## src/rtl/brq_pkg.sv

```systemverilog
// Shared types and constants for the byte ring queue.
// No dependencies; the top, controller, datapath and testbench import it; brq_ram does not.
package brq_pkg;

  localparam int OP_W        = 3;
  localparam int DATA_W      = 8;
  localparam int AMT_W       = 7;
  localparam int CAP_W       = 11;
  localparam int DEPTH_DEF   = 1024;
  localparam int MAX_REQ_DEF = 64;
  localparam int CAP_RESET   = 1024;

  // request codes; 5..7 are unused and answer with one empty result
  typedef enum logic [OP_W-1:0] {
    OP_PUSH      = 3'd0,
    OP_PEEK      = 3'd1,
    OP_POP       = 3'd2,
    OP_PEEK_POP  = 3'd3,
    OP_CLEAR     = 3'd4
  } op_t;

  typedef enum logic [1:0] {
    ST_IDLE,
    ST_RD_ADDR,
    ST_RD_DATA
  } state_t;

  // controller -> datapath
  typedef struct packed {
    logic ready;     // input side may take a beat
    logic accept;    // input beat taken this cycle
    logic rd_issue;  // present walk address to the store
    logic rd_emit;   // move store read data into the output register
  } ctrl_cmd_t;

  // datapath -> controller
  typedef struct packed {
    logic out_free;    // output register empty or draining this cycle
    logic walk_start;  // current input beat is a read that returns bytes
    logic walk_last;   // byte being emitted is the final one of the walk
  } dp_stat_t;

endpackage

```

## src/rtl/brq_ctrl.sv

```systemverilog
// Controller FSM: input handshake and the byte walk of peek / peek-and-pop.
// Depends on brq_pkg.
module brq_ctrl import brq_pkg::*; (
  input  logic       clk,
  input  logic       rst,
  input  logic       in_valid,
  input  dp_stat_t   stat,
  output ctrl_cmd_t  cmd
);

  state_t state;
  state_t state_next;

  always_ff @(posedge clk) begin
    if (rst) begin
      state <= ST_IDLE;
    end else begin
      state <= state_next;
    end
  end

  always_comb begin
    state_next   = state;
    cmd          = '0;
    case (state)
      ST_IDLE: begin
        cmd.ready  = stat.out_free;
        cmd.accept = stat.out_free && in_valid;
        if (cmd.accept && stat.walk_start) begin
          state_next = ST_RD_ADDR;
        end
      end
      ST_RD_ADDR: begin
        cmd.rd_issue = 1'b1;
        state_next   = ST_RD_DATA;
      end
      ST_RD_DATA: begin
        // read data holds in the RAM output until the next issue
        if (stat.out_free) begin
          cmd.rd_emit = 1'b1;
          state_next  = stat.walk_last ? ST_IDLE : ST_RD_ADDR;
        end
      end
      default: begin
        state_next = ST_IDLE;
      end
    endcase
  end

endmodule

```

## config.mk

```make
export PLATFORM = sky130hd
export DESIGN_NAME = brq_ctrl
export DESIGN_NICKNAME = d
export VERILOG_FILES = /design/src/rtl/brq_pkg.sv /design/src/rtl/brq_ctrl.sv
export SDC_FILE = /design/constraint.sdc
export NUM_CORES = 1
export LEC_CHECK = 0
export BUFFER_PORTS_ARGS = -buffer_cell sky130_fd_sc_hd__buf_2
export CAP_MARGIN = 10
export CORE_AREA = 2 2 39 41
export CTS_BUF_LIST = sky130_fd_sc_hd__clkbuf_2
export CTS_CLUSTER_DIAMETER = 200
export DETAILED_ROUTE_END_ITERATION = 8
export DIE_AREA = 0 0 41 43
export GPL_TIMING_DRIVEN = 0
export SLEW_MARGIN = 40
export SYNTH_ARGS = -nofsm -noshare
export SYNTH_HDL_FRONTEND = slang
export SYNTH_SLANG_ARGS = --single-unit
```

## constraint.sdc

```tcl
create_clock -name clk -period 2.4 [get_ports clk]
set_input_delay 0.48 -clock clk [delete_from_list [all_inputs] [get_ports clk]]
set_output_delay 0.48 -clock clk [all_outputs]
set_load 0.01 [all_outputs]
```

# Word-level counts from Yosys, hierarchy flattened
# Cells that the tools add are included.
word_totals:
  reg_bits: 2
  elab_cells: 17
  output_inout_bits: 4
  in_bits: 6
classes:
  eq_ne: 4
  mux: 8
  n_reduce_logical: 4
ops:
  columns: ["cell", "count"]
  rows:
  - ["$mux W2", 3]
  - ["$pmux W2 S3", 1]
  - ["$mux W1", 4]
  - ["$ne A2 B2 Y1 const B", 2]
  - ["$eq A2 B1 Y1 const B", 1]
  - ["$eq A2 B2 Y1 const B", 1]
  - ["$logic_and A1 B1 Y1", 2]
  - ["$logic_not A2 Y1", 1]
  - ["$reduce_and A2 Y1", 1]

# Longest topological paths before layout
# Gate-level depths: netlist of run 1.
logic_depth:
  ltp_word: 4
  depth_mapped: 2
  mapped_depth_nobuf: 2

# Least setup slack after synthesis of run 1
# OpenSTA, ideal clock, no wires.
synth_timing:
  path_kind: "input -> output"
  start: "in stat[2] (netlist name)"
  end: "out cmd[2] (netlist name)"
  cell_stages: 2
  path_buffers: 0
  t_arrival_ns: 0.863
  t_required_ns: 1.920
  path_slack_ns: 1.057
  path_cell_list: "nand2b_4 nor3b_1"
synth_rtl:
  columns: ["element", "line", "text"]
  rows:
  - ["from (decl)", "brq_ctrl.sv:7", "input dp_stat_t stat,"]
  - ["to (decl)", "brq_ctrl.sv:8", "output ctrl_cmd_t cmd"]

==> reports/metrics.csv, run 1 <==
metric;value;unit
CTS Buf Count;3;
MaxCap Viol Count;0;
clock tree buffer depth;2;
Hold Fails Final Rpt;0;
htree depth;1;
Async SR Flop Fraction;0;%
CP Capture Type;output pin;
R2R Setup Slk;1.58;ns
DIE AREA;1760;µm²
Synth Warn #;0;
ANT nets after route;0;
worst-path cell chain;buf_2, nand2b_4, nor3b_1, buf_2;
Setup-failing EPs final;0;
RSZ-0062 raised after global routing;no;
Mapped Cells;14;
CTS tree;built;
Core ar.;1380;µm²
CP Class;primary input to output pin;
#FFs+latches synth;2;
IO Pins;10;
top cells by area, synth;dfxtp_1, nand2b_4, a211oi_2, nor3b_2, o21ba_2;
Congestion Overflow GR;0;
fmax;0.664;GHz
Critical Path RT;1.92;ns
Largest register FFs;2;
Final Skew;0.00388;ns
insertion delay to the later sink of the worst-skew pair;0.19;ns
num rows;14;
cts hold-fix bufs;0;
Root Driver;clkbuf_2;
Post-synth top flop;dfxtp_1;
fillers;161;
Die Y;43;µm
post-cts resize count;0;
fin crit share;62.7;%
Reg with most FFs;state;
drt via density;3.26;
final max-slew violation count;0;
final core utilization;15.6;%
setup TNS;0;ns
Worst Max-Slew Pin Slew;0.190;ns
area leader, netlist;dfxtp_1;
PwrDens;484;nW/µm²
starting density of the core;9.76;%
registers with the most flip-flops;state (2);
top cell types by occurrence after synthesis;dfxtp_1, nor2_1;
largest net degree at the start of global routing;8;
highest-delay cell along the critical path;nor3b_1;
Post-CTS Setup Bufs;0;
fin crit period;1.51;ns
DRC errors left;0;
WP data arrival;1.03;ns
IR drop worst, VDD;0.0785;mV
Worst-path clk slew;0.03;ns
initial antenna violation count;0;
worst hold path class;primary input to flip-flop;
initial DRC count;2;
CP dominant cell by count;buf_2;
fin nets;34;
type of origin of the critical path;primary input;
net count of the mapped netlist;20;
vias in the first global route;113;
Worst Path Max Fanout;4;
die width;41;µm
Post-Syn Area;135;µm²
GP Congestion;0.463;
Area Overhead vs Synth;59.3;%
Synth cell types;12;
router iterations before antenna repair;2;
DR WL/cell;6.93;µm
P_leak;0.0996;nW
first-pass GRT wire length;365;µm
ratio of cells with drive above 1 in the final layout;65.4;%
Synth top area share;29.6;%
number of synthesized flops with an enable pin;0;
DRT Wirelength;291;µm
syn_area_per_cell;9.65;µm²
outcome;complete, no violations;
port buffer count;9;
Total GRT Usage;4.50;%
Ant. Diodes;0;
TritonCTS sink count;2;
register area share after synthesis;29.6;%
CP peak stage delay;0.20;ns
via count;137;
Slew headroom;87.3;%
-- power by group --
group	switching [W]	internal [W]
registers	0.00000104	0.0000345
logic	0.00000766	0.00000976
clock network	0.0000180	0.0000332
total	0.0000267	0.0000775
-- critical path: cells and delay by family --
family | cells | cell delay [ns]
and+or+nand+nor | 2 | 0.27
buffers and inverters | 2 | 0.28
-- per-stage QoR --
step	setup WS (ns)	std cells	hold WS, ns	power (W)	instance area [µm²]
2_1_floorplan	1.06	14	0.514	0.0000451	135
3_3_place_gp	0.879	39	0.547	0.0000536	200
3_5_place_dp	0.880	39	0.556	0.0000537	200
4_1_cts	0.873	42	0.471	0.000109	215
5_1_grt	0.825	42	0.466	0.000116	215
6_report	0.894	42	0.482	0.000104	215
-- kinds of logic (layout without fill, tap and decap cells) --
logic type | Yosys count | after routing | share of synthesized area [%]
compound gates | 2 | 2 | 16.7
buf+inv | 2 | 14 | 8.33
flops | 2 | 2 | 29.6
simple gates | 8 | 8 | 45.4
-- cell usage in the layout, fill, tap and decap left out --
| cell | n |
|---|---|
| clkbuf_2 | 3 |
| nand3b_1 | 1 |
| nor3b_1 | 1 |
| inv_1 | 1 |
| dfxtp_1 | 2 |
| buf_4 | 1 |
| o21ba_2 | 1 |
| nand2b_4 | 1 |
| buf_2 | 9 |
| nor2b_1 | 1 |
| nor3b_2 | 1 |
| nor2_1 | 2 |
| nand2b_1 | 1 |
| a211oi_2 | 1 |
-- path summary, 6_finish.rpt --
check | start | endpoint | depth (start not counted)
min | rst | state[0] | 2
min reg2reg | state[1] | state[0] | 2
max reg2reg | state[1] | state[0] | 2
max | stat[2] | cmd[2] | 4
-- layout make-up --
type / count / area, µm² / area share, %
multi-input combinational: 10 / 83.8 / 39.0
timing repair buffer: 9 / 45.0 / 20.9
sequential: 2 / 40.0 / 18.6
tap: 16 / 20.0 / 9.30
clock buffer: 3 / 15.0 / 6.98
buffer: 1 / 7.51 / 3.49
inverter: 1 / 3.75 / 1.74
-- metal layers --
metal / part of all wire (%) / track usage [%] / vias up
met1: 33 / 1.27 / 59
met3: 17 / 6.28 / 0
met5: 0 / 0 / -
li1: - / - / 71
met4: 0 / 8.00 / 0
met2: 49 / 5.31 / 7
Note: power is estimated with default switching activity, not from simulation.
==> inputs of run 2 (changes only) <==
ABC_AREA = 1   (was not set)
clock period = 1.41 ns   (was 2.4 ns; I/O delays follow)
==> reports/metrics.csv, run 2 <==
metric;value;unit;change
post-route design area;220;µm²;+2.3%
top cell types by occurrence after synthesis;nand2_1, inv_1, nor2_1;;
PwrDens;1010;nW/µm²;+110%
Setup-failing EPs final;0;;unchanged
Ant. Diodes;0;;unchanged
RSZ-0062 raised after global routing;no;;
crit path launch;state[1];;
fin crit share;88.7;%;
cts hold-fix bufs;0;;unchanged
hpwl dp;268;µm;
CTS Buf Count;3;;unchanged
commonest non-fill, non-tap cell in the layout;buf_2;;
hold path endpoint;state[1];;
worst r2r dst;state[0];;
initial DRC count;0;;-2
type of origin of the critical path;flip-flop;;
Area Overhead vs Synth;57.1;%;
GP Congestion;0.588;;+27%
WP data arrival;0.97;ns;-0.06 ns
hold path depth;2;;unchanged
via count;171;;+25%
insertion delay to the later sink of the worst-skew pair;0.19;ns;about the same
final max-slew violation count;0;;unchanged
TritonCTS sink count;2;;unchanged
net count of the mapped netlist;31;;+55%
post-cts resize count;0;;unchanged
worst hold path class;primary input to flip-flop;;
die width;41;µm;unchanged
Synth cell types;10;;-2
outcome;complete, no violations;;
register area share after synthesis;28.6;%;-1.1 points
count leader, synth;nand2_1;;
syn_area_per_cell;5.61;µm²;-42%
vias in the first global route;138;;+22%
P_leak;0.139;nW;+40%
ratio of cells with drive above 1 in the final layout;43.2;%;-22 points
R2R Setup Slk;0.62;ns;-0.96 ns
ANT nets after route;0;;unchanged
Die Y;43;µm;unchanged
num rows;14;;unchanged
Async SR Flop Fraction;0;%;unchanged
Largest register FFs;2;;unchanged
initial antenna violation count;0;;unchanged
Slew headroom;89.8;%;+2.5 points
Reg with most FFs;state;;
port buffer count;9;;unchanged
fmax;0.799;GHz;
starting density of the core;10.1;%;+0.36 points
Total GRT Usage;5.21;%;+0.71 points
DR WL/cell;6.25;µm;-9.9%
CTS tree;built;;
MaxCap Viol Count;0;;unchanged
Post-synth top flop;dfxtp_1;;
IO Pins;10;;unchanged
Mapped Cells;25;;+11
drt via density;3.23;;-1.1%
Core ar.;1380;µm²;unchanged
setup TNS;0;ns;unchanged
#FFs+latches synth;2;;unchanged
power consumption;0.000222;W;+110%
Synth top area share;28.6;%;-1.1 points
Root Driver;clkbuf_2;;
Final Skew;0.00168;ns;-0.00220 ns
placed insts;50;;+28%
number of synthesized flops with an enable pin;0;;unchanged
most frequent cells in the layout;buf_2, nand2_1, inv_1, nor2_1, clkbuf_2;;
router iterations before antenna repair;1;;-1
Worst Max-Slew Pin Slew;0.152;ns;-0.0382 ns
Critical Path RT;1.13;ns;-0.79 ns
largest net degree at the start of global routing;6;;-2
fin nets;45;;+32%
top cells by area, synth;dfxtp_1, nand2_1, inv_1, nor2_1, a21oi_2;;
dpl cell area;205;µm²;+2.5%
area leader, netlist;dfxtp_1;;
DIE AREA;1760;µm²;unchanged
registers with the most flip-flops;state (2);;
RR Startpoint;state[1];;
fin crit period;1.25;ns;
Worst Path Max Fanout;3;;-1
IR drop worst, VDD;0.202;mV;+160%
DRC errors left;0;;unchanged
Synth Warn #;0;;unchanged
Post-Syn Area;140;µm²;+3.7%
CP Class;flip-flop to output pin;;
Congestion Overflow GR;0;;unchanged
Post-CTS Setup Bufs;0;;unchanged
hold_sp;rst;;
Hold Fails Final Rpt;0;;unchanged
DRT Wirelength;331;µm;+14%
fin cells;53;;+26%
first-pass GRT wire length;517;µm;+42%
CP Capture Type;output pin;;
R2R cell count;5;;+3
clock tree buffer depth;2;;unchanged
htree depth;1;;unchanged
Worst-path clk slew;0.03;ns;about the same
## run 2: cell families (layout without fill, tap and decap cells)
logic type / count (synthesis) / in the layout / synth area share [%]
buffers and inverters: 7 / 19 / 21.4
AND/OR/NAND/NOR: 15 / 15 / 43.8
flip-flops: 2 / 2 / 28.6
AO/OA/AOI/OAI: 1 / 1 / 6.25
## run 2: how the worst max path moves through the flow
| stage | cells past startpoint | slack [ns] | endpoint |
|---|---|---|---|
| 6_report | 5 | 0.16 | cmd[1] |
| 4_1_cts | 4 | 0.14 | cmd[3] |
| 3_5_place_dp | 5 | 0.35 | cmd[1] |
| 5_1_grt | 4 | 0.03 | cmd[3] |
| 3_3_place_gp | 5 | 0.36 | cmd[1] |
| 2_1_floorplan | 2 | 0.45 | cmd[0] |
## run 2: through the flow
stage / worst slack, ns / hold slack (ns) / utilization [%]
6_report: 0.159 / 0.266 / 15.9
5_1_grt: 0.0254 / 0.260 / 15.9
4_1_cts: 0.138 / 0.254 / 15.9
3_5_place_dp: 0.354 / 0.464 / 14.8
3_3_place_gp: 0.358 / 0.465 / 14.8
2_1_floorplan: 0.453 / 0.344 / -
## run 2: critical path, cell delays in order (launching register included)
cell	delay, ns
dfxtp_1	0.36
inv_2	0.05
nand2_1	0.09
inv_1	0.04
buf_4	0.11
buf_2	0.12
## run 2: final cells by class
| cell class | count | area, µm² |
|---|---|---|
| fillers | 164 | 1160 |
| well taps | 16 | 20.0 |
| flip-flops and latches | 2 | 40.0 |
| plain buffers | 1 | 7.51 |
| multi-input cells | 16 | 70.1 |
| clock buffers | 3 | 15.0 |
| inverters | 6 | 22.5 |
| repair buffers | 9 | 45.0 |
## run 2: layer usage
| layer | global-route usage, % | vias to the layer above | wire length, µm |
|---|---|---|---|
| li1 | - | 96 | - |
| met1 | 5.75 | 63 | 143 |
| met2 | 4.69 | 10 | 121 |
| met3 | 2.09 | 2 | 47 |
| met4 | 10.0 | 0 | 19 |
| met5 | 0 | - | 0 |
## run 2: power by group
group	internal [W]	leakage [nW]	switching [W]
sequential	0.0000630	0.0163	0.00000609
clock	0.0000565	0.0125	0.0000319
combinational	0.0000294	0.111	0.0000352
total	0.000149	0.139	0.0000731
==> inputs of run 3 (changes only) <==
CTS_BUF_LIST = not set   (was sky130_fd_sc_hd__clkbuf_2)
==> reports/metrics.csv, run 3 (synthesis gave the netlist of run 2 again) <==
metric;value;unit;change
Hold Fails Final Rpt;0;;unchanged
Root Driver;clkbuf_4;;
drt via density;3.36;;+4.1%
Slew headroom;88.5;%;-1.3 points
Critical Path RT;1.13;ns;about the same
router iterations before antenna repair;2;;+1
dpl cell area;205;µm²;unchanged
final core utilization;16.6;%;+0.72 points
Placement Setup Slack;0.354;ns;unchanged
Setup-failing EPs final;0;;unchanged
Largest register FFs;2;;unchanged
Congestion Overflow GR;0;;unchanged
fin crit period;1.30;ns;+0.0528 ns
ratio of cells with drive above 1 in the final layout;45.9;%;+2.7 points
GP Congestion;0.588;;unchanged
placed insts;50;;unchanged
clock tree buffer depth;2;;unchanged
worst r2r dst;state[0];;
largest net degree at the start of global routing;6;;unchanged
port buffer count;9;;unchanged
RSZ-0062 raised after global routing;no;;
setup TNS;0;ns;unchanged
DIE AREA;1760;µm²;unchanged
Worst Max-Slew Pin Slew;0.172;ns;+0.0195 ns
MaxCap Viol Count;0;;unchanged
Total GRT Usage;5.21;%;unchanged
fin crit share;92.5;%;+3.7 points
cts hold-fix bufs;0;;unchanged
num rows;14;;unchanged
insertion delay to the later sink of the worst-skew pair;0.22;ns;+0.03 ns
final max-slew violation count;0;;unchanged
htree depth;1;;unchanged
crit path to;cmd[1];;
fmax;0.767;GHz;-4.1%
type of origin of the critical path;flip-flop;;
DRC errors left;0;;unchanged
R2R cell count;5;;unchanged
Reg with most FFs;state;;
CTS Buf Count;3;;unchanged
Worst-path clk slew;0.03;ns;about the same
first-pass GRT wire length;517;µm;unchanged
setup ws final;0.106;ns;-0.0528 ns
vias in the first global route;138;;unchanged
Core ar.;1380;µm²;unchanged
outcome;complete, no violations;;
CTS tree;built;;
Post-CTS Setup Bufs;0;;unchanged
Ant. Diodes;0;;unchanged
initial antenna violation count;0;;unchanged
WP data arrival;1.02;ns;+0.05 ns
fin nets;45;;unchanged
TritonCTS sink count;2;;unchanged
R2R Setup Slk;0.61;ns;about the same
starting density of the core;10.1;%;unchanged
CP Class;flip-flop to output pin;;
IO Pins;10;;unchanged
via count;178;;+4.1%
Area Overhead vs Synth;64.3;%;
die width;41;µm;unchanged
registers with the most flip-flops;state (2);;
ANT nets after route;0;;unchanged
CP Capture Type;output pin;;
Worst Path Max Fanout;3;;unchanged
worst hold path class;primary input to flip-flop;;
crit path launch;state[1];;
hpwl dp;268;µm;unchanged
DRT Wirelength;341;µm;+3.0%
Die Y;43;µm;unchanged
RR Startpoint;state[1];;
PwrDens;1140;nW/µm²;+13%
Final Skew;0.000664;ns;-0.00102 ns
fin cells;53;;unchanged
P_leak;0.141;nW;+1.5%
commonest non-fill, non-tap cell in the layout;buf_2;;
post-cts resize count;0;;unchanged
post-route design area;230;µm²;+4.5%
DR WL/cell;6.43;µm;+3.0%
IR drop worst, VDD;0.232;mV;+15%
initial DRC count;1;;+1
most frequent cells in the layout;buf_2, nand2_1, inv_1;;
run 3: cell counts in the layout (fill, tap and decap cells not counted):
Identical to the previous run, type by type.
run 3: area by class of cell:
| type | instances | area, µm² |
|---|---|---|
| well taps | 16 | 20.0 |
| clock buffers | 3 | 22.5 |
| plain buffers | 1 | 7.51 |
| fillers | 161 | 1150 |
| flip-flops and latches | 2 | 40.0 |
| repair buffers | 9 | 45.0 |
| inverters | 6 | 22.5 |
| multi-input cells | 16 | 72.6 |
run 3: worst min-delay path by stage:
stage	end	depth (start not counted)	startpoint	slack, ns
after floorplan	state[1]	1	rst	0.34
after global routing	state[1]	2	rst	0.23
after global placement	state[1]	2	rst	0.47
final	state[1]	2	rst	0.23
after CTS	state[1]	2	rst	0.23
after detailed placement	state[1]	2	rst	0.46
run 3: metal layers:
layer,track usage [%],up-vias,part of all wire [%]
li1,-,95,-
met1,5.75,67,41
met2,4.69,12,35
met3,2.09,4,16
met4,10.0,0,8.5
met5,0,-,0
run 3: through the flow:
| step | total power, W | hold WS (ns) |
|---|---|---|
| floorplan | 0.000112 | 0.344 |
| global placement | 0.000135 | 0.465 |
| detailed placement | 0.000136 | 0.464 |
| CTS | 0.000269 | 0.226 |
| global route | 0.000286 | 0.233 |
| finish | 0.000263 | 0.231 |
run 3: power by group:
part	leakage [nW]	internal [W]	total (W)	switching (W)
Combinational	0.111	0.0000304	0.0000659	0.0000355
Sequential	0.0163	0.0000629	0.0000699	0.00000702
Clock	0.0138	0.0000940	0.000128	0.0000336
run 3: critical path, cell delays in order, from the launching register on:
cell and delay, ns:
dfxtp_1 0.37, inv_2 0.06, nand2_1 0.09, inv_1 0.04, buf_4 0.11, buf_2 0.12
