--- src/rtl/brq_pkg.sv ---
// Shared types and constants for the byte ring queue.
// No dependencies; the top, controller, datapath and testbench import it; brq_ram does not.
package brq_pkg;

  localparam int OP_W        = 3;
  localparam int DATA_W      = 8;
  localparam int AMT_W       = 7;
  localparam int CAP_W       = 11;
  localparam int DEPTH_DEF   = 1024;
  localparam int MAX_REQ_DEF = 64;
  localparam int CAP_RESET   = 1024;

  // request codes; 5..7 are unused and answer with one empty result
  typedef enum logic [OP_W-1:0] {
    OP_PUSH      = 3'd0,
    OP_PEEK      = 3'd1,
    OP_POP       = 3'd2,
    OP_PEEK_POP  = 3'd3,
    OP_CLEAR     = 3'd4
  } op_t;

  typedef enum logic [1:0] {
    ST_IDLE,
    ST_RD_ADDR,
    ST_RD_DATA
  } state_t;

  // controller -> datapath
  typedef struct packed {
    logic ready;     // input side may take a beat
    logic accept;    // input beat taken this cycle
    logic rd_issue;  // present walk address to the store
    logic rd_emit;   // move store read data into the output register
  } ctrl_cmd_t;

  // datapath -> controller
  typedef struct packed {
    logic out_free;    // output register empty or draining this cycle
    logic walk_start;  // current input beat is a read that returns bytes
    logic walk_last;   // byte being emitted is the final one of the walk
  } dp_stat_t;

endpackage

--- src/rtl/brq_dp.sv ---
// Datapath: ring indexes, free count, push-run state, walk counters and
// the output register. Depends on brq_pkg; drives the store ports.
module brq_dp import brq_pkg::*; #(
  parameter int DEPTH   = DEPTH_DEF,
  parameter int MAX_REQ = MAX_REQ_DEF
) (
  input  logic                     clk,
  input  logic                     rst,
  input  logic                     cfg_we,
  input  logic [CAP_W-1:0]         cfg_wdata,
  input  logic [OP_W-1:0]          in_op,
  input  logic [DATA_W-1:0]        in_data,
  input  logic [AMT_W-1:0]         in_req,
  input  logic                     in_final,
  input  ctrl_cmd_t                cmd,
  output dp_stat_t                 stat,
  output logic                     ram_we,
  output logic [$clog2(DEPTH)-1:0] ram_waddr,
  output logic [DATA_W-1:0]        ram_wdata,
  output logic                     ram_re,
  output logic [$clog2(DEPTH)-1:0] ram_raddr,
  input  logic [DATA_W-1:0]        ram_rdata,
  output logic                     out_valid,
  input  logic                     out_ready,
  output logic                     out_status,
  output logic [DATA_W-1:0]        out_data,
  output logic [AMT_W-1:0]         out_amount,
  output logic [CAP_W-1:0]         out_free,
  output logic                     out_empty,
  output logic                     out_full,
  output logic                     out_last
);

  localparam int IW = $clog2(DEPTH);
  // wide enough for index + request and for the capacity
  localparam int SW = (IW + 1 > CAP_W) ? IW + 1 : CAP_W;
  localparam logic [CAP_W-1:0] CAP_RST =
    CAP_W'((DEPTH < CAP_RESET) ? DEPTH : CAP_RESET);

  function automatic logic [IW-1:0] inc_wrap(input logic [IW-1:0] idx,
                                              input logic [CAP_W-1:0] cap);
    logic [SW-1:0] s;
    s = SW'(idx) + SW'(1);
    return (s >= SW'(cap)) ? '0 : s[IW-1:0];
  endfunction

  // control state
  logic [CAP_W-1:0] capacity, capacity_next;
  logic [IW-1:0]    write_index, write_index_next;
  logic [IW-1:0]    read_index, read_index_next;
  logic [CAP_W-1:0] free_count, free_count_next;
  logic             in_run, in_run_next;
  logic             run_rej, run_rej_next;
  logic [AMT_W-1:0] run_bytes, run_bytes_next;
  logic [AMT_W-1:0] run_limit, run_limit_next;
  logic             out_valid_next;

  // walk registers
  logic [IW-1:0]    rd_ptr, rd_ptr_next;
  logic [AMT_W-1:0] walk_cnt, walk_cnt_next;
  logic [AMT_W-1:0] walk_n, walk_n_next;

  op_t              op;
  logic [AMT_W-1:0] req_cap;
  logic [CAP_W-1:0] cap_clamp;
  logic             p_start, p_rej, p_store;
  logic [AMT_W-1:0] p_lim, p_bytes, p_bytes_new;
  logic [CAP_W-1:0] stored;
  logic [AMT_W-1:0] n_rd;
  logic [SW-1:0]    rd_sum, rd_wrap;
  logic             is_read;
  logic             load_direct;
  logic             d_status;
  logic [AMT_W-1:0] d_amount;

  assign op      = op_t'(in_op);
  assign req_cap = (in_req > AMT_W'(MAX_REQ)) ? AMT_W'(MAX_REQ) : in_req;

  always_comb begin
    cap_clamp = cfg_wdata;
    if (cfg_wdata == '0) begin
      cap_clamp = CAP_W'(1);
    end else if (32'(cfg_wdata) > 32'(DEPTH)) begin
      cap_clamp = CAP_W'(DEPTH);
    end
  end

  // push run: length checked on the opening byte only
  assign p_start     = !in_run;
  assign p_lim       = p_start ? req_cap : run_limit;
  assign p_rej       = p_start ? (CAP_W'(req_cap) > free_count) : run_rej;
  assign p_bytes     = p_start ? '0 : run_bytes;
  assign p_store     = !p_rej && (p_bytes < p_lim) && (free_count != '0);
  assign p_bytes_new = p_store ? p_bytes + AMT_W'(1) : p_bytes;

  // read request size and new read index
  assign stored  = (capacity >= free_count) ? capacity - free_count : '0;
  assign n_rd    = (CAP_W'(req_cap) > stored) ? stored[AMT_W-1:0] : req_cap;
  assign rd_sum  = SW'(read_index) + SW'(n_rd);
  assign rd_wrap = (rd_sum >= SW'(capacity)) ? rd_sum - SW'(capacity) : rd_sum;
  assign is_read = (op == OP_PEEK) || (op == OP_POP) || (op == OP_PEEK_POP);

  assign stat.out_free   = !out_valid || out_ready;
  assign stat.walk_start = ((op == OP_PEEK) || (op == OP_PEEK_POP)) && (n_rd != '0);
  assign stat.walk_last  = (walk_cnt == walk_n - AMT_W'(1));

  assign load_direct = cmd.accept && ((op == OP_PUSH) ? in_final : !stat.walk_start);
  assign d_status    = (op == OP_PUSH) && p_rej;

  always_comb begin
    d_amount = '0;
    if (op == OP_PUSH) begin
      d_amount = p_rej ? '0 : p_bytes_new;
    end else if (is_read) begin
      d_amount = n_rd;
    end
  end

  assign ram_we    = cmd.accept && (op == OP_PUSH) && p_store;
  assign ram_waddr = write_index;
  assign ram_wdata = in_data;
  assign ram_re    = cmd.rd_issue;
  assign ram_raddr = rd_ptr;

  always_comb begin
    capacity_next    = capacity;
    write_index_next = write_index;
    read_index_next  = read_index;
    free_count_next  = free_count;
    in_run_next      = in_run;
    run_rej_next     = run_rej;
    run_bytes_next   = run_bytes;
    run_limit_next   = run_limit;
    rd_ptr_next      = rd_ptr;
    walk_cnt_next    = walk_cnt;
    walk_n_next      = walk_n;

    if (cfg_we) begin
      capacity_next    = cap_clamp;
      write_index_next = '0;
      read_index_next  = '0;
      free_count_next  = cap_clamp;
      in_run_next      = 1'b0;
      run_rej_next     = 1'b0;
      run_bytes_next   = '0;
      run_limit_next   = '0;
    end else if (cmd.accept) begin
      // any non-push op closes an open run
      in_run_next    = 1'b0;
      run_rej_next   = 1'b0;
      run_bytes_next = '0;
      run_limit_next = '0;
      case (op)
        OP_PUSH: begin
          if (p_store) begin
            write_index_next = inc_wrap(write_index, capacity);
            free_count_next  = free_count - CAP_W'(1);
          end
          if (!in_final) begin
            in_run_next    = 1'b1;
            run_rej_next   = p_rej;
            run_bytes_next = p_bytes_new;
            run_limit_next = p_lim;
          end
        end
        OP_PEEK, OP_POP, OP_PEEK_POP: begin
          if (op != OP_PEEK) begin
            read_index_next = rd_wrap[IW-1:0];
            free_count_next = free_count + CAP_W'(n_rd);
          end
          rd_ptr_next   = read_index;
          walk_cnt_next = '0;
          walk_n_next   = n_rd;
        end
        OP_CLEAR: begin
          write_index_next = '0;
          read_index_next  = '0;
          free_count_next  = capacity;
        end
        default: begin
        end
      endcase
    end else if (cmd.rd_emit) begin
      rd_ptr_next   = inc_wrap(rd_ptr, capacity);
      walk_cnt_next = walk_cnt + AMT_W'(1);
    end
  end

  always_comb begin
    out_valid_next = out_valid;
    if (load_direct || cmd.rd_emit) begin
      out_valid_next = 1'b1;
    end else if (out_ready) begin
      out_valid_next = 1'b0;
    end
  end

  always_ff @(posedge clk) begin
    if (rst) begin
      capacity    <= CAP_RST;
      write_index <= '0;
      read_index  <= '0;
      free_count  <= CAP_RST;
      in_run      <= 1'b0;
      run_rej     <= 1'b0;
      run_bytes   <= '0;
      run_limit   <= '0;
      out_valid   <= 1'b0;
    end else begin
      capacity    <= capacity_next;
      write_index <= write_index_next;
      read_index  <= read_index_next;
      free_count  <= free_count_next;
      in_run      <= in_run_next;
      run_rej     <= run_rej_next;
      run_bytes   <= run_bytes_next;
      run_limit   <= run_limit_next;
      out_valid   <= out_valid_next;
    end
  end

  // payload: walk counters and output beat
  always_ff @(posedge clk) begin
    rd_ptr   <= rd_ptr_next;
    walk_cnt <= walk_cnt_next;
    walk_n   <= walk_n_next;
    if (load_direct) begin
      out_status <= d_status;
      out_data   <= '0;
      out_amount <= d_amount;
      out_free   <= free_count_next;
      out_empty  <= (free_count_next == capacity);
      out_full   <= (free_count_next == '0);
      out_last   <= 1'b1;
    end else if (cmd.rd_emit) begin
      // free count already reflects the whole request
      out_status <= 1'b0;
      out_data   <= ram_rdata;
      out_amount <= walk_n;
      out_free   <= free_count;
      out_empty  <= (free_count == capacity);
      out_full   <= (free_count == '0);
      out_last   <= stat.walk_last;
    end
  end

endmodule

--- config.mk ---
export PLATFORM = sky130hd
export DESIGN_NAME = brq_dp
export DESIGN_NICKNAME = d
export VERILOG_FILES = /design/src/rtl/brq_pkg.sv /design/src/rtl/brq_dp.sv
export SDC_FILE = /design/constraint.sdc
export NUM_CORES = 1
export LEC_CHECK = 0
export BUFFER_PORTS_ARGS = -buffer_cell sky130_fd_sc_hd__buf_2
export CORE_UTILIZATION = 35
export DETAILED_ROUTE_END_ITERATION = 7
export SETUP_SLACK_MARGIN = 0.15
export SYNTH_ARGS = -nofsm -noshare
export SYNTH_HDL_FRONTEND = slang
export SYNTH_SLANG_ARGS = --single-unit
--- constraint.sdc ---
create_clock -name clk -period 16.8 [get_ports clk]
set_input_delay 1.68 -clock clk [delete_from_list [all_inputs] [get_ports clk]]
set_output_delay 1.68 -clock clk [all_outputs]
set_load 0.02 [all_outputs]
Word-level counts from Yosys, hierarchy flattened
Cells that the tools add are included.

word-level totals
  register bits = 113
  input port bits = 46
  output and inout bits = 64
  word-level logic and storage cells = 133

operators by class
  add/subtract/negate cells = 10
  magnitude comparators = 9
  eq/ne operators = 11
  muxes and demuxes = 51
  bitwise gates (word level) = 1
  reductions and logical operators = 32

operator list
  kind                   count
  $mux 7                 17
  $mux 11                9
  $mux 10                8
  $ge 11x11->1           4
  $pmux 10 s2            2
  $logic_not 11->1       3
  $pmux 11 s3            1
  $add 10x1->11 const B  2
  $eq 11x11->1           2
  $gt 7x11->1            2
  $add 7x1->7 const B    2
  $mux 1                 14
  $reduce_and 3->1       4
  $add 10x7->11          1
  $add 11x7->11          1
  $gt 11x11->1 const B   1
  $reduce_bool 11->1     1
  $sub 11x1->11 const B  1
  $sub 11x11->11         1
  $reduce_bool 2->1      5
  $sub 10x10->10         1
  $eq 7x7->1             1
  $gt 7x7->1 const B     1
  $logic_and 1x1->1      7
  15 further kinds       23

Depth between registers and ports, before layout
Gate-level depths: netlist of run 1.

  word-level depth = 13
  mapped depth = 34
  gate-level depth less buffers = 32

Worst setup path before layout of run 1
OpenSTA, ideal clock, no wires.

  path kind = input -> register
  start = input port in_req[6]
  end = register read_index[1]
  library setup time = 0.074 ns
  arrival = 6.901 ns
  required time = 16.726 ns
  path slack = 9.825 ns
  stages = 26
  buffers on the path = 2
  cells stage by stage = clkbuf_1 > nor2b_1 > ha_1 > nor2b_1 > o21a_1 > o211ai_1 > a211oi_1 > nand4_1 > o21ai_0 > mux2i_1 > ha_1 > a21o_1 > a21oi_1 > nor2b_1 > o21a_1 > o21a_1 > o21a_1 > xor2_1 > ha_1 > nand4_1 > nor2_1 > a211oi_1 > a21oi_1 > buf_1 > mux2_2 > o21ai_0

between the ends
  longest elaborated chain between the ends = 9
  elaborated cells on any way between the ends = 10
  those cells by class = 2 x add/sub; 3 x order compare; 5 x mux

RTL lines
  what                    line           text
  start: declaration      brq_dp.sv:13   input logic [AMT_W-1:0] in_req,
  $gt 7x7->1              brq_dp.sv:77   assign req_cap = (in_req > AMT_W'(MAX_REQ)) ? AMT_W'(MAX_REQ) : in_req;
  $mux 7 *                brq_dp.sv:77
  $gt 7x11->1             brq_dp.sv:98   assign n_rd = (CAP_W'(req_cap) > stored) ? stored[AMT_W-1:0] : req_cap;
  $mux 7 *                brq_dp.sv:98
  via n_rd[2]             brq_dp.sv:69   logic [AMT_W-1:0] n_rd;
  $add 10x7->11 *         brq_dp.sv:99   assign rd_sum = SW'(read_index) + SW'(n_rd);
  $ge 11x11->1 *          brq_dp.sv:100  assign rd_wrap = (rd_sum >= SW'(capacity)) ? rd_sum - SW'(capacity) : rd_sum;
  $mux 10 *               brq_dp.sv:100
  $mux 10 *               brq_dp.sv:167  if (op != OP_PEEK) begin
  $pmux 10 s2 *           brq_dp.sv:153  case (op)
  end signal: assignment  brq_dp.sv:212  read_index <= read_index_next;
  end: declaration        brq_dp.sv:50   logic [IW-1:0] read_index, read_index_next;

Mark *: on every way through the listed nets, which the timed path passes. The rest lies on a longest branch. The select of a mux whose other input is x is not followed.
A chain may end at the register's enable or synchronous reset.

Worst setup path in the final report of run 1
  start = register free_count[2]
  end = register read_index[0]

between the ends
  longest elaborated chain between the ends = 9
  elaborated cells on any way between the ends = 11
  those cells by class = 3 x add/sub; 3 x order compare; 5 x mux

RTL lines
  what                                            line           text
  start: declaration                              brq_dp.sv:51   logic [CAP_W-1:0] free_count, free_count_next;
  start signal: assignment                        brq_dp.sv:213  free_count <= free_count_next;
  $sub 11x11->11 or $ge 11x11->1 (tied branches)  brq_dp.sv:97   assign stored = (capacity >= free_count) ? capacity - free_count : '0;
  $mux 11 *                                       brq_dp.sv:97
  $gt 7x11->1                                     brq_dp.sv:98
  $mux 7 *                                        brq_dp.sv:98
  via n_rd[2]                                     brq_dp.sv:69
  $add 10x7->11 *                                 brq_dp.sv:99
  $ge 11x11->1 *                                  brq_dp.sv:100
  $mux 10 *                                       brq_dp.sv:100
  $mux 10 *                                       brq_dp.sv:167
  $pmux 10 s2 *                                   brq_dp.sv:153

Marks and branches as above.

==> impl_metrics.env, run 1 <==
export IMPL_reg2reg_setup_slack_ns=8.31
export IMPL_synth_area_per_cell_um2=8.30
export IMPL_drive_above_1_share=0.135
export IMPL_setup_repair_after_global_routing_missed_its_margin="no"
export IMPL_timing_hold_worst_endpoint="run_limit[6]"
export IMPL_post_place_ws_ns=8.43
export IMPL_worst_setup_hold_path_clk_slew_ns=0.06
export IMPL_crit_fanout=11
export IMPL_routed_wire_length_per_instance_um=19.7
export IMPL_yosysWarnings=0
export IMPL_post_cts_resized=0
export IMPL_worst_skew_pair_late_latency_ns=0.43
export IMPL_total_of_max_cap_violations=0
export IMPL_place_inst=1519
export IMPL_postSynthNetCount=1270
export IMPL_grt_antenna_before_repair=0
export IMPL_fin_setup_tns_ns=0
export IMPL_ys_top_cells_by_area="sky130_fd_sc_hd__dfxtp_1 14%, sky130_fd_sc_hd__edfxtp_1 14%, sky130_fd_sc_hd__ha_1 11%"
export IMPL_die_area_um2=27600
export IMPL_synth_top_area_cell="sky130_fd_sc_hd__dfxtp_1"
export IMPL_maxClockFrequency_ghz=0.118
export IMPL_placed_cell_area_um2=10100
export IMPL_min_path_type="register to register"
export IMPL_final_design_area_no_fill_um2=10700
export IMPL_dp_hpwl_um=23500
export IMPL_ctsLongestPathBuffers=2
export IMPL_drc=11
export IMPL_power_leakage_nw=4.40
export IMPL_finalSetupViolCount=0
export IMPL_clockRootBuffer="sky130_fd_sc_hd__clkbuf_16"
export IMPL_share_of_async_settable_or_async_resettable_flops_after_synthesis=0
export IMPL_placement_rows=59
export IMPL_postLayoutSetupSlackWorst_ns=8.31
export IMPL_worst_setup_path_end_kind="register"
export IMPL_chipHeight_um=166
export IMPL_timing_critical_path_required_ns=17.15
export IMPL_setup_skew_ns=0.0119
export IMPL_io_pins=110
export IMPL_yosysMostFrequentCell="sky130_fd_sc_hd__nand2_1"
export IMPL_wirelength_um=30600
export IMPL_via_count_of_the_first_global_routing_pass=8715
export IMPL_start_kind="register"
export IMPL_rr_startpoint="free_count[2]"
export IMPL_run_status="finished with violations"
export IMPL_io_buffers=90
export IMPL_finalNonFillerCells=1551
export IMPL_synth_flop_cell="sky130_fd_sc_hd__dfxtp_1"
export IMPL_fp_dieW_um=166
export IMPL_fin_nets=1338
export IMPL_gp_routability_congestion=1.00
export IMPL_clock_tree_from_tritoncts="done"
export IMPL_clock_sink_count=113
export IMPL_synthCells=1135
export IMPL_max_vdd_ir_drop_uv=51.8
export IMPL_areaGrowthSynthToFinish_pct=13.8
export IMPL_synth_top_area_share=0.144
export IMPL_design_power_total_w=0.00102
export IMPL_fin_crit_sh=0.506
export IMPL_regToRegEndpoint="read_index[0]"
export IMPL_core_area_um2=26200
export IMPL_drtAntennaViolNets=0
export IMPL_start_util=0.360
export IMPL_layout_min_cycle_time_ns=8.49
export IMPL_grt_first_pass_wirelength_um=48400
export IMPL_grt_start_max_net_pins=42
export IMPL_holdCritStartpoint="run_limit[6]"
export IMPL_worst_slew_margin_rel=0.209
export IMPL_globalRouteTotalUtil=0.224
export IMPL_n_antenna_cell=0
export IMPL_postCtsSetupBuffers=0
export IMPL_power_density_relative_to_cell_area_nw_per_um2=95.0
export IMPL_reg2reg_depth=31
export IMPL_drtIter0Drc=732
export IMPL_worst_hold_path_num_cells=2
export IMPL_cp_slowest_cell="sky130_fd_sc_hd__a21oi_1"
export IMPL_setup_worst_path_class="register to register"
export IMPL_syn_area_um2=9420
export IMPL_critical_path_max_stage_delay_ns=0.93
export IMPL_grt_residual_overflow=0
export IMPL_timing_worst_slew_pin_value_ns=1.19
export IMPL_arrival_ns=8.84
export IMPL_cts_hold_fix_buffers=0
export IMPL_synth_seq_cells=113
export IMPL_drv_slew=0
export IMPL_synth_edff_count=45
export IMPL_cts_inserted_buffers=17
export IMPL_routed_via_density=5.82
export IMPL_yosysSeqAreaShare=0.288
export IMPL_finalHoldViolCount=0
export IMPL_synthTopCellsByCount="119 x sky130_fd_sc_hd__nand2_1, 86 x sky130_fd_sc_hd__nor2_1, 85 x sky130_fd_sc_hd__ha_1, 75 x sky130_fd_sc_hd__o21ai_0, 68 x sky130_fd_sc_hd__dfxtp_1"
export IMPL_route_vias_total=9023
export IMPL_failing_checks="design-rule violations"
export IMPL_cts_max_level=4
export IMPL_dr_pass1_iters=7
export IMPL_count_of_distinct_cell_types_in_the_synthesized_netlist=86
-- critical path: cells and delay by family (launching register included) --
kind | cells | cell delay (ns)
and+or+nand+nor | 8 | 1.04
AOI/OAI and AO/OA | 14 | 4.07
xor gates and xnor gates | 1 | 0.16
adders and majority gates | 4 | 1.40
muxes | 2 | 0.68
buffers and inverters | 2 | 0.48
DFF | 1 | 0.61
-- sequential cells by signal, summed over array words and instances, names as in the netlist, 8 cells and up --
| signal | flops |
|---|---|
| out_free | 11 |
| read_index | 10 |
| capacity | 11 |
| free_count | 11 |
| out_data | 8 |
| ram_waddr | 10 |
| ram_raddr | 10 |
-- how the worst max path moves through the flow --
stage                        from       endpoint  slack (ns)  depth (start not counted)
global route        free_count[2]  read_index[0]        7.68                         29
detailed placement  free_count[2]  read_index[0]        8.43                         31
floorplan               in_req[6]  read_index[1]        9.83                         26
finish              free_count[2]  read_index[0]        8.31                         31
global placement    free_count[2]  read_index[0]        8.48                         29
CTS                 free_count[2]  read_index[0]        8.37                         31
-- placed cells by master (no fill, tap or decap), types with 9 or more instances in the layout --
cell                        instances
sky130_fd_sc_hd__xor2_1            20
sky130_fd_sc_hd__dfxtp_1           68
sky130_fd_sc_hd__a211oi_1          16
sky130_fd_sc_hd__ha_1              85
sky130_fd_sc_hd__nor2b_1           22
sky130_fd_sc_hd__a21oi_1           57
sky130_fd_sc_hd__and3_1            12
sky130_fd_sc_hd__buf_2             90
sky130_fd_sc_hd__nand2b_1          18
sky130_fd_sc_hd__a31oi_1           12
sky130_fd_sc_hd__clkbuf_16         17
sky130_fd_sc_hd__nand3_1           28
sky130_fd_sc_hd__and2_1            17
sky130_fd_sc_hd__nand4_1           20
sky130_fd_sc_hd__o2bb2ai_1          9
sky130_fd_sc_hd__xnor2_1           45
sky130_fd_sc_hd__edfxtp_1          45
sky130_fd_sc_hd__o21a_1            15
sky130_fd_sc_hd__a21o_1            15
sky130_fd_sc_hd__o21ai_0           75
sky130_fd_sc_hd__o31ai_1           10
sky130_fd_sc_hd__mux2i_1           32
sky130_fd_sc_hd__a22oi_1           14
sky130_fd_sc_hd__nor2_1            86
sky130_fd_sc_hd__nand2_1          119
sky130_fd_sc_hd__buf_4             12
sky130_fd_sc_hd__nor3_1            32
sky130_fd_sc_hd__o211ai_1          22
sky130_fd_sc_hd__inv_1             62
-- power breakdown --
part / switching, W / internal, W
Sequential: 0.0000152 / 0.000307
Clock: 0.000140 / 0.000222
Combinational: 0.000206 / 0.000128
Total: 0.000362 / 0.000657
-- logic make-up (layout without fill, tap and decap cells) --
kind of cell,Yosys count,in the layout,synth area share
simple gates,407,407,0.217
buf+inv,116,197,0.0510
compound gates,307,307,0.221
xor+xnor,65,65,0.0604
mux,38,38,0.0412
fa+ha+maj,89,89,0.121
flops,113,113,0.288
-- layout make-up --
class | count | area (µm²)
clock buffers | 20 | 447
clock inverters | 12 | 135
multi-input cells | 906 | 6230
inverters | 63 | 236
fillers | 2629 | 15500
well taps | 335 | 419
flip-flops and latches | 113 | 2710
repair buffers | 102 | 541
-- stage by stage --
step                hold WS (ns)  utilization
floorplan                  0.445            -
global placement           0.456        0.387
detailed placement         0.464        0.387
CTS                        0.479        0.409
global route               0.506        0.409
finish                     0.481        0.409
-- metal layers --
metal	up-vias	wire, µm	global-route usage
li1	4309	-	-
met1	4250	13500	0.300
met2	405	13400	0.348
met3	59	2670	0.0453
met4	0	973	0.0967
met5	-	0	0
Note: power is estimated with default switching activity, not from simulation.
==> run 2, diff against run 1 <==
--- a/config.mk
+++ b/config.mk
@@ -5,6 +5,7 @@
 export SDC_FILE = /design/constraint.sdc
 export NUM_CORES = 1
 export LEC_CHECK = 0
+export ABC_AREA = 1
 export BUFFER_PORTS_ARGS = -buffer_cell sky130_fd_sc_hd__buf_2
 export CORE_UTILIZATION = 35
 export DETAILED_ROUTE_END_ITERATION = 7
==> constraint.sdc (replaced) <==
create_clock -name clk -period 8.7 [get_ports clk]
set_input_delay 0.87 -clock clk [delete_from_list [all_inputs] [get_ports clk]]
set_output_delay 0.87 -clock clk [all_outputs]
set_load 0.02 [all_outputs]
==> impl_metrics.env, run 2 <==
export IMPL_dr_pass1_iters=7
export IMPL_drtIter0Drc=810
export IMPL_synth_top_area_cell="sky130_fd_sc_hd__nand2_1"
export IMPL_die_area_um2=27500
export IMPL_wirelength_um=28200
export IMPL_finalSetupViolCount=0
export IMPL_placement_rows=59
export IMPL_crit_fanout=19
export IMPL_grt_start_max_net_pins=38
export IMPL_cp_slowest_cell="sky130_fd_sc_hd__ha_1"
export IMPL_yosysWarnings=0
export IMPL_setup_repair_after_global_routing_missed_its_margin="no"
export IMPL_gp_routability_congestion=0.925
export IMPL_layout_commonest_cell="sky130_fd_sc_hd__nand2_1"
export IMPL_chipHeight_um=166
export IMPL_drv_slew=0
export IMPL_synth_top_area_share=0.157
export IMPL_design_power_total_w=0.00211
export IMPL_grt_first_pass_wirelength_um=44500
export IMPL_synthTopCellsByCount="392 x sky130_fd_sc_hd__nand2_1, 200 x sky130_fd_sc_hd__inv_1, 111 x sky130_fd_sc_hd__a21oi_1, 97 x sky130_fd_sc_hd__nor2_1, 93 x sky130_fd_sc_hd__nand3_1"
export IMPL_count_of_distinct_cell_types_in_the_synthesized_netlist=51
export IMPL_worst_setup_path_end_kind="register"
export IMPL_synthCells=1386
export IMPL_cp_common_cell="sky130_fd_sc_hd__nand2_1"
export IMPL_timing_critical_path_required_ns=9.00
export IMPL_fp_dieW_um=166
export IMPL_yosysSeqAreaShare=0.289
export IMPL_start_util=0.359
export IMPL_layout_common_cells="392 x sky130_fd_sc_hd__nand2_1, 200 x sky130_fd_sc_hd__inv_1, 111 x sky130_fd_sc_hd__a21oi_1, 97 x sky130_fd_sc_hd__nor2_1, 93 x sky130_fd_sc_hd__nand3_1"
export IMPL_postCtsSetupBuffers=0
export IMPL_power_leakage_nw=5.31
export IMPL_fin_nets=1593
export IMPL_fin_setup_tns_ns=0
export IMPL_drtAntennaViolNets=0
export IMPL_run_status="finished with violations"
export IMPL_share_of_async_settable_or_async_resettable_flops_after_synthesis=0
export IMPL_route_vias_total=9106
export IMPL_critical_path_max_stage_delay_ns=0.45
export IMPL_ys_top_cells_by_area="sky130_fd_sc_hd__nand2_1 16%, sky130_fd_sc_hd__dfxtp_1 14%, sky130_fd_sc_hd__edfxtp_1 14%"
export IMPL_max_vdd_ir_drop_uv=154
export IMPL_layout_min_cycle_time_ns=7.05
export IMPL_synth_edff_count=45
export IMPL_failing_checks="design-rule violations"
export IMPL_ctsLongestPathBuffers=2
export IMPL_routed_wire_length_per_instance_um=15.6
export IMPL_drc=14
export IMPL_power_density_relative_to_cell_area_nw_per_um2=198
export IMPL_io_pins=110
export IMPL_finalHoldViolCount=0
export IMPL_syn_area_um2=9400
export IMPL_via_count_of_the_first_global_routing_pass=8378
export IMPL_postSynthNetCount=1521
export IMPL_globalRouteTotalUtil=0.206
export IMPL_largestRegisters="capacity: 11 flops, free_count: 11 flops, out_free: 11 flops"
export IMPL_hold_slack_ns=0.460
export IMPL_total_of_max_cap_violations=0
export IMPL_cts_inserted_buffers=17
export IMPL_timing_worst_slew_pin_value_ns=1.14
export IMPL_synth_flop_cell="sky130_fd_sc_hd__dfxtp_1"
export IMPL_synth_seq_cells=113
export IMPL_start_kind="register"
export IMPL_clock_tree_from_tritoncts="done"
export IMPL_reg2reg_depth=43
export IMPL_dp_hpwl_um=21600
export IMPL_yosysMostFrequentCell="sky130_fd_sc_hd__nand2_1"
export IMPL_min_path_type="register to register"
export IMPL_cts_hold_fix_buffers=0
export IMPL_worst_skew_pair_late_latency_ns=0.42
export IMPL_core_area_um2=26200
export IMPL_io_buffers=90
export IMPL_drive_above_1_share=0.105
export IMPL_areaGrowthSynthToFinish_pct=13.5
export IMPL_post_cts_resized=0
export IMPL_grt_antenna_before_repair=1
export IMPL_worst_setup_hold_path_clk_slew_ns=0.06
export IMPL_grt_residual_overflow=0
export IMPL_setup_skew_ns=0.00966
export IMPL_n_antenna_cell=0
export IMPL_synth_area_per_cell_um2=6.78
export IMPL_arrival_ns=7.34
export IMPL_clockRootBuffer="sky130_fd_sc_hd__clkbuf_16"
export IMPL_worst_hold_path_num_cells=2
export IMPL_cts_max_level=4
export IMPL_routed_via_density=5.04
export IMPL_fin_crit_sh=0.810
export IMPL_maxClockFrequency_ghz=0.142
export IMPL_worst_slew_margin_rel=0.235
export IMPL_clock_sink_count=113
export IMPL_setup_worst_path_class="register to register"
run 2: per-stage QoR:
step                instances  cell area (µm²)  setup WS [ns]  utilization
floorplan                1386             9400           2.88            -
global placement         1774            10100           1.73        0.385
detailed placement       1774            10100           1.78        0.385
CTS                      1806            10700           1.74        0.407
global route             1806            10700          0.941        0.407
finish                   1806            10700           1.65        0.407
run 2: area by class of cell:
| class | instances | area [µm²] |
|---|---|---|
| clock buffers | 18 | 439 |
| inverters | 206 | 773 |
| clock inverters | 14 | 145 |
| flip-flops and latches | 113 | 2710 |
| well taps | 335 | 419 |
| fillers | 2719 | 15500 |
| repair buffers | 93 | 473 |
| multi-input cells | 1027 | 5700 |
run 2: cell families after synthesis:
kind of cell	synth area share
XOR/XNOR	0.0485
buffers and inverters	0.104
AO/OA/AOI/OAI	0.145
flip-flops	0.289
AND/OR/NAND/NOR	0.292
adder cells (fa/ha/maj)	0.122
run 2: path summary, 6_finish.rpt:
path	startpoint	endpoint	slack, ns
min	out_data[3]	out_data[3]	0.46
max reg2reg	free_count[10]	read_index[2]	1.65
max	free_count[10]	read_index[2]	1.65
min reg2reg	out_data[3]	out_data[3]	0.46
run 2: routing by layer:
| layer | track usage | share of wire | vias up |
|---|---|---|---|
| met3 | 0.0348 | 0.065 | 32 |
| met4 | 0.0670 | 0.021 | 0 |
| met2 | 0.319 | 0.43 | 265 |
| li1 | - | - | 4694 |
| met5 | 0 | 0 | - |
| met1 | 0.289 | 0.48 | 4115 |
run 2: power breakdown:
| group | switching, W | internal, W |
|---|---|---|
| combinational | 0.000516 | 0.000265 |
| clock | 0.000302 | 0.000411 |
| sequential | 0.0000251 | 0.000593 |
run 2: worst max-delay path: cells and delay by family (launching register included):
kind	cells	cell delay (ns)
compound gates	12	2.02
simple gates	21	2.13
xor+xnor	1	0.18
buf+inv	4	0.59
flops	1	0.44
fa+ha+maj	5	1.53
